File: config.mk
export PLATFORM = sky130hd
export DESIGN_NAME = motor_command_sequencer_flat
export DESIGN_NICKNAME = d
export VERILOG_FILES = /design/src/hdl/mcs_pkg.sv /design/src/hdl/mcs_stream_if.sv /design/src/hdl/mcs_step.sv /design/src/hdl/motor_command_sequencer.sv /design/src/flat_wrapper.sv
export SDC_FILE = /design/constraint.sdc
export NUM_CORES = 1
export LEC_CHECK = 0
export BUFFER_PORTS_ARGS = -buffer_cell sky130_fd_sc_hd__buf_4
export CELL_PAD_IN_SITES_DETAIL_PLACEMENT = 0
export CELL_PAD_IN_SITES_GLOBAL_PLACEMENT = 1
export CORE_UTILIZATION = 25
export DETAILED_ROUTE_END_ITERATION = 12
export HOLD_SLACK_MARGIN = 0.12
export PLACE_DENSITY = 0.48
export SETUP_SLACK_MARGIN = 0.15
export SLEW_MARGIN = 5
export SYNTH_ARGS = -nofsm -noshare
export SYNTH_HDL_FRONTEND = slang
export SYNTH_SLANG_ARGS = --single-unit
File: constraint.sdc
create_clock -name clk -period 4.52 [get_ports clk]
set_input_delay 1.356 -clock clk [delete_from_list [all_inputs] [get_ports clk]]
set_output_delay 1.356 -clock clk [all_outputs]
set_load 0.05 [all_outputs]
File: src/hdl/mcs_pkg.sv
// ----------------------------------------------------------------------------
// mcs_pkg: motor command sequencer shared definitions
// Codes, payload and state types, frame constants and the command packer.
// ----------------------------------------------------------------------------
package mcs_pkg;

  localparam int TICK_W     = 10;
  localparam int POS_W      = 16;
  localparam int CODE12_W   = 12;
  localparam int KEY_W      = 32;
  localparam int FRAME_W    = 64;
  localparam int CFG_IDX_W  = 3;
  localparam int CFG_DATA_W = 32;

  localparam logic [FRAME_W-1:0]  FRAME_ENTER  = 64'hFFFF_FFFF_FFFF_FFFC;
  localparam logic [FRAME_W-1:0]  FRAME_EXIT   = 64'hFFFF_FFFF_FFFF_FFFD;
  // zero velocity / torque code for a symmetric range
  localparam logic [CODE12_W-1:0] ZERO_CODE_12 = 12'd2047;

  localparam logic [TICK_W-1:0]   RST_ENTER_DELAY   = 10'd20;
  localparam logic [TICK_W-1:0]   RST_FEEDBACK_HOLD = 10'd200;
  localparam logic [TICK_W-1:0]   RST_MOTION_HOLD   = 10'd800;
  localparam logic [POS_W-1:0]    RST_MOVE_POS      = 16'd33029;
  localparam logic [POS_W-1:0]    RST_HOME_POS      = 16'd32767;
  localparam logic [CODE12_W-1:0] RST_MOTION_KP     = 12'd81;
  localparam logic [CODE12_W-1:0] RST_MOTION_KD     = 12'd81;
  localparam logic [KEY_W-1:0]    RST_UNLOCK_KEY    = 32'hA453_6001;

  typedef enum logic [1:0] {
    REQ_TICK   = 2'd0,
    REQ_USER   = 2'd1,
    REQ_UNLOCK = 2'd2
  } req_type_t;

  typedef enum logic [2:0] {
    RQ_NONE      = 3'd0,
    RQ_DISABLE   = 3'd1,
    RQ_HANDSHAKE = 3'd2,
    RQ_MOVE_PLUS = 3'd3,
    RQ_MOVE_HOME = 3'd4
  } request_t;

  typedef enum logic [2:0] {
    RES_READY   = 3'd0,
    RES_RUNNING = 3'd1,
    RES_OK      = 3'd2,
    RES_LOCKED  = 3'd3,
    RES_BUSY    = 3'd4,
    RES_BAD     = 3'd5,
    RES_TXERR   = 3'd6
  } result_t;

  typedef enum logic [1:0] {
    SEQ_IDLE        = 2'd0,
    SEQ_WAIT_ZERO   = 2'd1,
    SEQ_WAIT_MOTION = 2'd2,
    SEQ_WAIT_EXIT   = 2'd3
  } seq_t;

  typedef enum logic [CFG_IDX_W-1:0] {
    CFG_ENTER_DELAY   = 3'd0,
    CFG_FEEDBACK_HOLD = 3'd1,
    CFG_MOTION_HOLD   = 3'd2,
    CFG_MOVE_POS      = 3'd3,
    CFG_HOME_POS      = 3'd4,
    CFG_MOTION_KP     = 3'd5,
    CFG_MOTION_KD     = 3'd6,
    CFG_UNLOCK_KEY    = 3'd7
  } cfg_idx_t;

  typedef struct packed {
    logic [1:0]  req_type;
    logic [2:0]  request_code;
    logic [31:0] unlock_value;
    logic        tx_ready;
  } mcs_in_t;

  typedef struct packed {
    logic               frame_valid;
    logic [FRAME_W-1:0] frame_data;
    logic [2:0]         result_code;
    logic [1:0]         seq_state;
    logic               motor_enabled;
    logic [2:0]         last_request;
  } mcs_out_t;

  typedef struct packed {
    logic [TICK_W-1:0]   enter_delay;
    logic [TICK_W-1:0]   feedback_hold;
    logic [TICK_W-1:0]   motion_hold;
    logic [POS_W-1:0]    move_pos;
    logic [POS_W-1:0]    home_pos;
    logic [CODE12_W-1:0] motion_kp;
    logic [CODE12_W-1:0] motion_kd;
    logic [KEY_W-1:0]    unlock_key;
  } mcs_cfg_t;

  typedef struct packed {
    seq_t              seq;
    logic [TICK_W-1:0] ticks;
    logic [KEY_W-1:0]  unlock;
    logic              target_move;
    logic              enabled;
    result_t           result;
    logic [2:0]        last_req;
  } mcs_state_t;

  // position(16) | velocity(12) | kp(12) | kd(12) | torque(12)
  function automatic logic [FRAME_W-1:0] pack_cmd(
    input logic [POS_W-1:0]    pos,
    input logic [CODE12_W-1:0] vel,
    input logic [CODE12_W-1:0] kp,
    input logic [CODE12_W-1:0] kd,
    input logic [CODE12_W-1:0] trq
  );
    return {pos, vel, kp, kd, trq};
  endfunction

endpackage

File: src/hdl/mcs_stream_if.sv
// ----------------------------------------------------------------------------
// mcs_stream_if: valid/ready channel
// Carries one payload item per handshake; source drives valid and data.
// ----------------------------------------------------------------------------
interface mcs_stream_if #(
  parameter type payload_t = logic
);
  logic     valid;
  logic     ready;
  payload_t data;

  modport source (output valid, output data, input ready);
  modport sink   (input valid, input data, output ready);
endinterface

File: src/hdl/mcs_step.sv
// ----------------------------------------------------------------------------
// mcs_step: sequencer next-state logic
// Works out the next sequence state and the result item for one input item.
// ----------------------------------------------------------------------------
module mcs_step (
  input  mcs_pkg::mcs_in_t    item,
  input  mcs_pkg::mcs_cfg_t   cfg,
  input  mcs_pkg::mcs_state_t st,
  output mcs_pkg::mcs_state_t st_next,
  output mcs_pkg::mcs_out_t   result
);
  import mcs_pkg::*;

  logic [TICK_W-1:0]  ticks_dec;
  logic [FRAME_W-1:0] tick_frame;
  logic [TICK_W-1:0]  tick_hold;
  logic               key_ok;
  logic               fv;
  logic [FRAME_W-1:0] fd;

  assign ticks_dec = (st.ticks != '0) ? st.ticks - 1'b1 : st.ticks;
  assign key_ok    = (st.unlock == cfg.unlock_key);

  // frame sent when the countdown expires, and the hold that follows it
  always_comb begin
    tick_frame = FRAME_EXIT;
    tick_hold  = '0;
    unique case (st.seq)
      SEQ_WAIT_ZERO: begin
        tick_frame = pack_cmd(cfg.home_pos, ZERO_CODE_12, '0, '0, ZERO_CODE_12);
        tick_hold  = cfg.feedback_hold;
      end
      SEQ_WAIT_MOTION: begin
        tick_frame = pack_cmd(st.target_move ? cfg.move_pos : cfg.home_pos, ZERO_CODE_12,
                              cfg.motion_kp, cfg.motion_kd, ZERO_CODE_12);
        tick_hold  = cfg.motion_hold;
      end
      SEQ_WAIT_EXIT, SEQ_IDLE: begin
        tick_frame = FRAME_EXIT;
        tick_hold  = '0;
      end
    endcase
  end

  always_comb begin
    st_next = st;
    fv      = 1'b0;
    fd      = '0;
    unique case (item.req_type)
      REQ_TICK: begin
        if (st.seq != SEQ_IDLE) begin
          st_next.ticks = ticks_dec;
          if (ticks_dec == '0) begin
            if (!item.tx_ready) begin
              // refused send: best-effort exit is refused too
              st_next.enabled = 1'b0;
              st_next.seq     = SEQ_IDLE;
              st_next.unlock  = '0;
              st_next.result  = RES_TXERR;
            end else begin
              fv = 1'b1;
              fd = tick_frame;
              if (st.seq == SEQ_WAIT_EXIT) begin
                st_next.enabled = 1'b0;
                st_next.seq     = SEQ_IDLE;
                st_next.unlock  = '0;
                st_next.result  = RES_OK;
              end else begin
                st_next.ticks = tick_hold;
                st_next.seq   = SEQ_WAIT_EXIT;
              end
            end
          end
        end
      end
      REQ_USER: begin
        priority if (item.request_code == RQ_DISABLE) begin
          st_next.last_req = item.request_code;
          st_next.seq      = SEQ_IDLE;
          st_next.unlock   = '0;
          st_next.enabled  = 1'b0;
          if (item.tx_ready) begin
            fv             = 1'b1;
            fd             = FRAME_EXIT;
            st_next.result = RES_OK;
          end else begin
            st_next.result = RES_TXERR;
          end
        end else if (item.request_code == RQ_NONE) begin
          st_next = st;
        end else if (st.seq != SEQ_IDLE) begin
          st_next.result = RES_BUSY;
        end else begin
          st_next.last_req = item.request_code;
          st_next.result   = RES_RUNNING;
          priority if (item.request_code == RQ_HANDSHAKE) begin
            if (item.tx_ready) begin
              fv              = 1'b1;
              fd              = FRAME_ENTER;
              st_next.enabled = 1'b1;
              st_next.ticks   = cfg.enter_delay;
              st_next.seq     = SEQ_WAIT_ZERO;
            end else begin
              st_next.unlock = '0;
              st_next.result = RES_TXERR;
            end
          end else if (item.request_code == RQ_MOVE_PLUS ||
                       item.request_code == RQ_MOVE_HOME) begin
            if (!key_ok) begin
              st_next.unlock = '0;
              st_next.result = RES_LOCKED;
            end else begin
              st_next.target_move = (item.request_code == RQ_MOVE_PLUS);
              if (item.tx_ready) begin
                fv              = 1'b1;
                fd              = FRAME_ENTER;
                st_next.enabled = 1'b1;
                st_next.ticks   = cfg.enter_delay;
                st_next.seq     = SEQ_WAIT_MOTION;
              end else begin
                st_next.unlock = '0;
                st_next.result = RES_TXERR;
              end
            end
          end else begin
            st_next.result = RES_BAD;
          end
        end
      end
      REQ_UNLOCK: begin
        st_next.unlock = item.unlock_value;
      end
      default: begin
        st_next = st;
      end
    endcase
  end

  always_comb begin
    result.frame_valid   = fv;
    result.frame_data    = fd;
    result.result_code   = st_next.result;
    result.seq_state     = st_next.seq;
    result.motor_enabled = st_next.enabled;
    result.last_request  = st_next.last_req;
  end

endmodule

File: src/hdl/motor_command_sequencer.sv
// ----------------------------------------------------------------------------
// motor_command_sequencer: motor enter / command / exit frame sequencer
// Runs handshake and move test sequences and reports status per item.
// ----------------------------------------------------------------------------
// Usage:
//   in_ch  : one item per handshake - a millisecond tick, a user request or
//            an unlock key write, plus the transmit queue's tx_ready flag.
//   out_ch : exactly one result item per input item - the frame sent (if
//            any) and the result, sequence state, enable and last request.
//   cfg_*  : register write port, index 0..7; user writes only while idle (unchecked).
// The item is decoded against the sequence state in the accept cycle and its
// result is captured in the output register at the edge that accepts it.
// Throughput is one item per cycle; a new item is accepted whenever
// the output register is empty or is being taken in the same cycle.
// If the receiver stalls, the result holds and in_ch.ready drops until the
// result is taken.
// Reset loads the register defaults, returns the sequencer to idle with the
// motor disabled, clears the unlock store and empties the output register.
// ----------------------------------------------------------------------------
module motor_command_sequencer (
  input  logic                               clk,
  input  logic                               rst,
  mcs_stream_if.sink                         in_ch,
  mcs_stream_if.source                       out_ch,
  input  logic                               cfg_we,
  input  logic [mcs_pkg::CFG_IDX_W-1:0]      cfg_index,
  input  logic [mcs_pkg::CFG_DATA_W-1:0]     cfg_data
);
  import mcs_pkg::*;

  mcs_cfg_t   cfg;
  mcs_state_t st;
  mcs_state_t st_next;
  mcs_out_t   step_result;
  mcs_out_t   out_data;
  logic       out_valid;
  logic       in_fire;

  assign in_ch.ready  = !out_valid || out_ch.ready;
  assign in_fire      = in_ch.valid && in_ch.ready;
  assign out_ch.valid = out_valid;
  assign out_ch.data  = out_data;

  mcs_step u_step (
    .item    (in_ch.data),
    .cfg     (cfg),
    .st      (st),
    .st_next (st_next),
    .result  (step_result)
  );

  always_ff @(posedge clk) begin
    if (rst) begin
      cfg.enter_delay   <= RST_ENTER_DELAY;
      cfg.feedback_hold <= RST_FEEDBACK_HOLD;
      cfg.motion_hold   <= RST_MOTION_HOLD;
      cfg.move_pos      <= RST_MOVE_POS;
      cfg.home_pos      <= RST_HOME_POS;
      cfg.motion_kp     <= RST_MOTION_KP;
      cfg.motion_kd     <= RST_MOTION_KD;
      cfg.unlock_key    <= RST_UNLOCK_KEY;
    end else if (cfg_we) begin
      unique case (cfg_idx_t'(cfg_index))
        CFG_ENTER_DELAY:   cfg.enter_delay   <= cfg_data[TICK_W-1:0];
        CFG_FEEDBACK_HOLD: cfg.feedback_hold <= cfg_data[TICK_W-1:0];
        CFG_MOTION_HOLD:   cfg.motion_hold   <= cfg_data[TICK_W-1:0];
        CFG_MOVE_POS:      cfg.move_pos      <= cfg_data[POS_W-1:0];
        CFG_HOME_POS:      cfg.home_pos      <= cfg_data[POS_W-1:0];
        CFG_MOTION_KP:     cfg.motion_kp     <= cfg_data[CODE12_W-1:0];
        CFG_MOTION_KD:     cfg.motion_kd     <= cfg_data[CODE12_W-1:0];
        CFG_UNLOCK_KEY:    cfg.unlock_key    <= cfg_data[KEY_W-1:0];
      endcase
    end
  end

  always_ff @(posedge clk) begin
    if (rst) begin
      st.seq         <= SEQ_IDLE;
      st.ticks       <= '0;
      st.unlock      <= '0;
      st.target_move <= 1'b0;
      st.enabled     <= 1'b0;
      st.result      <= RES_READY;
      st.last_req    <= '0;
      out_valid      <= 1'b0;
    end else begin
      if (in_fire) begin
        st        <= st_next;
        out_valid <= 1'b1;
      end else if (out_ch.ready) begin
        out_valid <= 1'b0;
      end
    end
  end

  // result payload needs no reset
  always_ff @(posedge clk) begin
    if (in_fire) begin
      out_data <= step_result;
    end
  end

`ifndef ASSERT_OFF
  a_fire_fills_output: assert property (@(posedge clk) disable iff (rst)
    in_fire |=> out_valid)
    else $error("accepted item produced no result");

  a_enabled_iff_running: assert property (@(posedge clk) disable iff (rst)
    (st.seq != SEQ_IDLE) == st.enabled)
    else $error("motor enable disagrees with sequence state");

  a_no_frame_zero_data: assert property (@(posedge clk) disable iff (rst)
    (out_valid && !out_data.frame_valid) |-> (out_data.frame_data == '0))
    else $error("frame data set without a sent frame");

  a_cfg_keeps_state: assert property (@(posedge clk) disable iff (rst)
    (cfg_we && !in_fire) |=> $stable(st))
    else $error("register write disturbed sequence state");
`endif

endmodule

File: src/flat_wrapper.sv
// flat-port wrapper written by rule: the top's interface ports become plain ports
module motor_command_sequencer_flat import mcs_pkg::*;
  (clk, rst, cfg_we, cfg_index, cfg_data, in_ch_valid, in_ch_data, in_ch_ready, out_ch_valid, out_ch_data, out_ch_ready);
  mcs_stream_if #(.payload_t(mcs_in_t)) in_ch_i ();
  mcs_stream_if #(.payload_t(mcs_out_t)) out_ch_i ();
  input  logic clk;
  input  logic rst;
  input  logic cfg_we;
  input  logic [mcs_pkg::CFG_IDX_W-1:0] cfg_index;
  input  logic [mcs_pkg::CFG_DATA_W-1:0] cfg_data;
  input wire logic [$bits(in_ch_i.valid)-1:0] in_ch_valid;
  input wire logic [$bits(in_ch_i.data)-1:0] in_ch_data;
  output wire logic [$bits(in_ch_i.ready)-1:0] in_ch_ready;
  output wire logic [$bits(out_ch_i.valid)-1:0] out_ch_valid;
  output wire logic [$bits(out_ch_i.data)-1:0] out_ch_data;
  input wire logic [$bits(out_ch_i.ready)-1:0] out_ch_ready;
  assign in_ch_i.valid = in_ch_valid;
  assign in_ch_i.data = in_ch_data;
  assign in_ch_ready = in_ch_i.ready;
  assign out_ch_valid = out_ch_i.valid;
  assign out_ch_data = out_ch_i.data;
  assign out_ch_i.ready = out_ch_ready;
  motor_command_sequencer u_core (.clk(clk), .rst(rst), .in_ch(in_ch_i), .out_ch(out_ch_i), .cfg_we(cfg_we), .cfg_index(cfg_index), .cfg_data(cfg_data));
endmodule
==> results of run 1 <==
==> metrics by stage <==
stage / util (%) / hold WS (ns) / setup slack [ns]
6_report: 31.4 / 0.453 / 1.09
5_1_grt: 31.4 / 0.472 / 0.863
4_1_cts: 31.4 / 0.455 / 1.10
3_5_place_dp: 29.1 / 0.447 / 0.806
3_3_place_gp: 29.1 / 0.442 / 0.844
2_1_floorplan: - / 0.434 / 0.946
==> kinds of logic (layout without fill, tap and decap cells) <==
family | after synthesis | in the layout | synth area share [%]
simple gates | 445 | 445 | 19.2
compound gates | 323 | 323 | 19.9
flops | 224 | 224 | 48.7
buf+inv | 129 | 244 | 6.20
xor+xnor | 35 | 35 | 2.98
mux | 19 | 19 | 1.86
fa+ha+maj | 9 | 9 | 1.09
==> placed cells by master, fill, tap and decap left out, types with 4 or more instances in the layout <==
| master | instances |
|---|---|
| clkbuf_1 | 4 |
| inv_1 | 19 |
| buf_4 | 172 |
| xnor2_1 | 35 |
| a21boi_0 | 26 |
| a21o_1 | 4 |
| a21oi_1 | 136 |
| nor2_1 | 31 |
| nand4_1 | 10 |
| nor4_1 | 6 |
| o21ai_1 | 20 |
| dfxtp_1 | 171 |
| edfxtp_1 | 53 |
| ha_1 | 9 |
| nand2_1 | 288 |
| o21ai_0 | 49 |
| a211oi_1 | 4 |
| a31oi_1 | 7 |
| mux2i_1 | 18 |
| nand3_1 | 51 |
| nor2b_1 | 7 |
| a22o_1 | 35 |
| a311oi_1 | 4 |
| o21a_1 | 4 |
| nor3_1 | 6 |
| nand4b_1 | 4 |
| o31ai_1 | 4 |
| or3_1 | 5 |
| clkinv_2 | 8 |
| and3_1 | 4 |
| clkbuf_16 | 28 |
| nand2b_1 | 10 |
| o211ai_1 | 7 |
| or2_2 | 4 |
==> worst paths after layout <==
kind	depth (start not counted)	startpoint	slack, ns	endpoint
setup reg to reg	9	u_core.st[40]	1.09	u_core.out_ch.data[58]
setup / recovery	9	u_core.st[40]	1.09	u_core.out_ch.data[58]
hold / removal	2	u_core.cfg[35]	0.45	u_core.cfg[35]
hold reg to reg	2	u_core.cfg[35]	0.45	u_core.cfg[35]
==> worst max-delay path, delay by kind of cell (launching register included) <==
family	cells	cell delay [ns]
AND/OR/NAND/NOR	5	1.85
flip-flops	1	0.42
adder cells (fa/ha/maj)	1	0.39
AO/OA/AOI/OAI	2	0.37
buffers and inverters	1	0.10
==> metal layers <==
metal  wire (microns)  up-vias  track usage, %  part of all wire (%)
li1                 -     4292               -                     -
met1            16600     4112            22.7                    48
met2            15700      180            26.2                    45
met3             1810       40            3.31                   5.2
met4              533        0            3.52                   1.5
met5                0        -               0                     0
==> area by class of cell <==
class | count | area [sq um]
clock inverter | 18 | 191
tap | 525 | 657
clock buffer | 34 | 743
fill | 4303 | 27600
timing repair buffer | 172 | 1290
inverter | 20 | 75.1
multi-input combinational | 831 | 4660
sequential | 224 | 5010
==> power by group through the flow <==
stage | Clock, W | Combinational [W] | Sequential, W
floorplan | 0 | 0.000242 | 0.00228
global placement | 0 | 0.000527 | 0.00219
detailed placement | 0 | 0.000526 | 0.00219
CTS | 0.00234 | 0.000527 | 0.00215
global route | 0.00242 | 0.000559 | 0.00215
finish | 0.00227 | 0.000519 | 0.00215
==> registers in the layout (all words and copies together), names as in the netlist <==
register,cells
u_core.out_ch.valid,1
u_core.st,52
u_core.out_ch.data,53
u_core.cfg,118
==> impl_metrics.tcl, run 1 <==
set metrics [dict create \
    relSlewSlack_pct 19.8 \
    pwr-share-seq_pct 43.5 \
    synth_seq_cells 224 \
    syn_avg_cell_area_sq_um 8.69 \
    io_buffer_count 153 \
    antenna_found_initial 0 \
    drcViolationCount 0 \
    power_density_nw_per_um2 390 \
    dp_cells 1772 \
    synthTopCellsByArea "dfxtp_1 33%, edfxtp_1 15%, nand2_1 11%" \
    core-area_sq_um 40200 \
    swShare_pct 26.5 \
    max_clock_freq_ghz 0.292 \
    synth_common_cells "288 x nand2_1, 171 x dfxtp_1, 136 x a21oi_1, 66 x clkbuf_1, 53 x edfxtp_1" \
    die_area_sq_um 42000 \
    grt_pass1_vias 8315 \
    layout-drive-gt1-share_pct 18.6 \
    post_cts_buffers 0 \
    die_width_microns 205 \
    syn-num-nets 1271 \
    place_area_sq_um 11700 \
    post_drt_wl_per_cell_microns 19.0 \
    p_total_w 0.00493 \
    maxCapViolations 0 \
    crit_path_top_delay_cell "nor4_1" \
    critPathLaunchType "flop" \
    critical_path_class "flop to flop" \
    irDropWorstVdd_v 0.000212 \
    start_util_pct 25.6 \
    grt_usage_pct 16.4 \
    synth-warning-count 0 \
    die_h_microns 205 \
    grt-ovfl-total 0 \
    power_frac_clock_pct 46.0 \
    gp_routability_congestion 0.817 \
    p_int_w 0.00362 \
    drt_iter0_drc 483 \
    combPwrFrac_pct 10.5 \
    std_cell_rows 73 \
    path_cells "inv_1 > ha_1 > or3b_1 > nor4_1 > a211oi_1 > nand3_1 > nor2_1 > nand2_1 > o21ai_0" \
    synth_most_common_cell "nand2_1" \
    yosysTopAreaCellShare_pct 33.3 \
    min_path_type "flop to flop" \
    root_buffer "clkbuf_16" \
    netlist_area_sq_um 10300 \
    vias 8624 \
    clk_pin_slew_worst_paths_ns 0.06 \
    cts_tree "built" \
    io_pins 154 \
    synth-edff-count 53 \
    yosysTopAreaCell "dfxtp_1" \
    crit_arrival_ns 3.71 \
    p_leak_nw 4.73 \
    cp.required_ns 4.80 \
    cts-hold-fix-buffers 0 \
    worstMarginPinSlew_ns 1.20 \
    synth_cell_type_count 68 \
    cts_resized 0 \
    finalCritPeriodShare_pct 75.9 \
    hold_viol_final 0 \
    clock-sinks 224 \
    design_area_sq_um 12600 \
    synth_cells 1184 \
    grt_pass1_wl_microns 52500 \
    clockBufferDepth 3 \
    status "completed" \
    finalNonFillerCells 1824 \
    rsz0062_at_grt "false" \
    finalClockSkew_ns 0.0135 \
    slew_viol_final 0 \
    crit_fanout 17 \
    finalSetupTns_ns 0 \
    area.growth.synth_to_final_pct 22.8 \
    nNetsFinal 1364 \
    htree_num_levels 1 \
    drtAntennaViolNets 0 \
    clkLatencyLatePin_ns 0.56 \
    crit_path_max_incr_delay_ns 0.65 \
    ys.flop_type "dfxtp_1" \
    hpwl_microns 22800 \
    cts_buffers 28 \
    grt_max_degree 67 \
    synth-async-reset-ratio_pct 0 \
    setup.worst_path.end_class "flop" \
    drt-vias-per-instance 4.73 \
    setup_violations 0 \
    ys_seq_area_share_pct 48.7 \
    min_period_ns 3.43 \
    p_switching_w 0.00131 \
    first_pass_iters 4 \
    antenna_cells 0 \
    drt_wl_total_microns 34700 \
]
(Power assumes the default switching activity.)
==> inputs of run 2 (changes only) <==
- clock period: 4.52 -> 3.2 ns (I/O delays scaled with it)
==> run 2 against run 1 <==
Against the previous run:
- worst setup slack worse by 0.77 ns
- critical path depth up 1
- non-clock buffer count up 37
- clock-buffer cell count grew 9
- cell count increased by 1.8%
- hold slack about the same
==> impl_metrics.tcl, run 2 (synthesized netlist as in run 1, its figures left out) <==
set metrics [dict create \
    status "completed" \
    final_common_cell "nand2_1" \
    critical_path_class "flop to flop" \
    clockBufferDepth 3 \
    grt_pass1_vias 8745 \
    hold_slack_ns 0.454 \
    crit_arrival_ns 3.17 \
    max_clock_freq_ghz 0.347 \
    maxCapViolations 0 \
    grt_pass1_wl_microns 53100 \
    gp_routability_congestion 0.892 \
    drtAntennaViolNets 0 \
    clock-sinks 224 \
    die_h_microns 205 \
    area.growth.synth_to_final_pct 25.3 \
    crit_path_max_incr_delay_ns 0.45 \
    cts-hold-fix-buffers 0 \
    drcViolationCount 0 \
    finalCritPeriodShare_pct 90.1 \
    root_buffer "clkbuf_16" \
    start_util_pct 25.6 \
    vias 8826 \
    first_pass_iters 5 \
    relSlewSlack_pct 39.6 \
    die_area_sq_um 42000 \
    std_cell_rows 73 \
    min_path_type "flop to flop" \
    post_drt_wl_per_cell_microns 18.6 \
    setup.worst_path.end_class "flop" \
    n_fill_cell 4277 \
    drt-vias-per-instance 4.75 \
    slew_viol_final 0 \
    setup_ws_ns 0.318 \
    layout-drive-gt1-share_pct 20.4 \
    hold_viol_final 0 \
    grt-ovfl-total 0 \
    min_period_ns 2.88 \
    irDropWorstVdd_v 0.000282 \
    finalClockSkew_ns 0.0171 \
    drt_wl_total_microns 34600 \
    rsz0062_at_grt "false" \
    cts_buffers 27 \
    crit_path_top_delay_cell "or3b_1" \
    grt_usage_pct 16.4 \
    core-area_sq_um 40200 \
    clk_pin_slew_worst_paths_ns 0.06 \
    crit_fanout 5 \
    cts_tree "built" \
    power_density_nw_per_um2 522 \
    layout_common_cells "288 x nand2_1, 205 x buf_4, 171 x dfxtp_1, 136 x a21oi_1, 53 x edfxtp_1" \
    p_leak_nw 4.90 \
    antenna_cells 0 \
    die_width_microns 205 \
    critPathLaunchType "flop" \
    htree_num_levels 1 \
    grt_max_degree 66 \
    largest_reg_flops 118 \
    hpwl_microns 23500 \
    path_cells "inv_1 > ha_1 > or3b_1 > o21a_1 > a311oi_4 > and4_1 > buf_4 > nand3_1 > a31oi_1 > nand2_1" \
    io_pins 154 \
    antenna_found_initial 0 \
    worstMarginPinSlew_ns 0.907 \
    largest-register "u_core.cfg" \
    clkLatencyLatePin_ns 0.56 \
    io_buffer_count 153 \
    cp.required_ns 3.49 \
    nNetsFinal 1400 \
    drt_iter0_drc 410 \
    setup_violations 0 \
    place_ws_ns -0.153 \
]
## run 2: changes by cell type in the layout (fill, tap and decap cells not counted), sizes merged
cell / previous run / this run
buf: 172 / 209
bufinv: 3 / 1
clkbuf: 34 / 43
clkinv: 12 / 3
clkinvlp: 2 / 0
## run 2: per-stage QoR
step | utilization (%) | power, W | instance area [sq um] | TNS (ns) | std cells
final | 32.1 | 0.00673 | 12900 | 0 | 1857
after global routing | 32.1 | 0.00702 | 12900 | 0 | 1857
after CTS | 32.0 | 0.00685 | 12900 | 0 | 1856
after detailed placement | 29.9 | 0.00387 | 12000 | -0.999 | 1808
after global placement | 29.9 | 0.00387 | 12000 | -0.486 | 1808
after floorplan | - | 0.00356 | 10300 | 0 | 1184
## run 2: area by class of cell
cell class              count  area, sq um  area share (%)
inverters                  20         75.1           0.582
well taps                 525          657            5.09
multi-input cells         831         4710            36.5
flip-flops and latches    224         5010            38.9
repair buffers            209         1620            12.6
clock inverters             5         53.8           0.417
clock buffers              43          766            5.94
## run 2: where the power goes
group / switching [W] / leakage (nW) / internal [W] / total [W]
Combinational: 0.000513 / 2.58 / 0.000259 / 0.000772
Clock: 0.00122 / 0.400 / 0.00171 / 0.00293
Sequential: 0.0000459 / 1.92 / 0.00299 / 0.00303
## run 2: worst paths after layout
path / startpoint / to / slack (ns) / depth (start not counted)
max: u_core.st[40] / u_core.out_ch.data[8] / 0.32 / 10
min: u_core.cfg[43] / u_core.cfg[43] / 0.45 / 2
max reg2reg: u_core.st[40] / u_core.out_ch.data[8] / 0.32 / 10
min reg2reg: u_core.cfg[43] / u_core.cfg[43] / 0.45 / 2
## run 2: routing by layer
layer	track usage, %	vias to the layer above	part of all wire [%]
li1	-	4358	-
met1	22.9	4248	49
met2	26.4	179	46
met3	2.27	41	3.9
met4	3.97	0	1.7
met5	0	-	0
## run 2: timing repair
| action | in CTS | in global routing |
|---|---|---|
| gates resized for setup | 2 | 5 |
| endpoints found under the hold margin | 0 | 0 |
| setup endpoints to repair | 5 | 7 |
| pin swaps | 0 | 2 |
| buffers inserted | 0 | 1 |
## run 2: critical path, delay by kind of cell (launching register included)
kind | cells | cell delay (ns)
DFF | 1 | 0.35
adders and majority gates | 1 | 0.16
buffers and inverters | 2 | 0.21
and+or+nand+nor | 4 | 0.99
AOI/OAI and AO/OA | 3 | 0.88
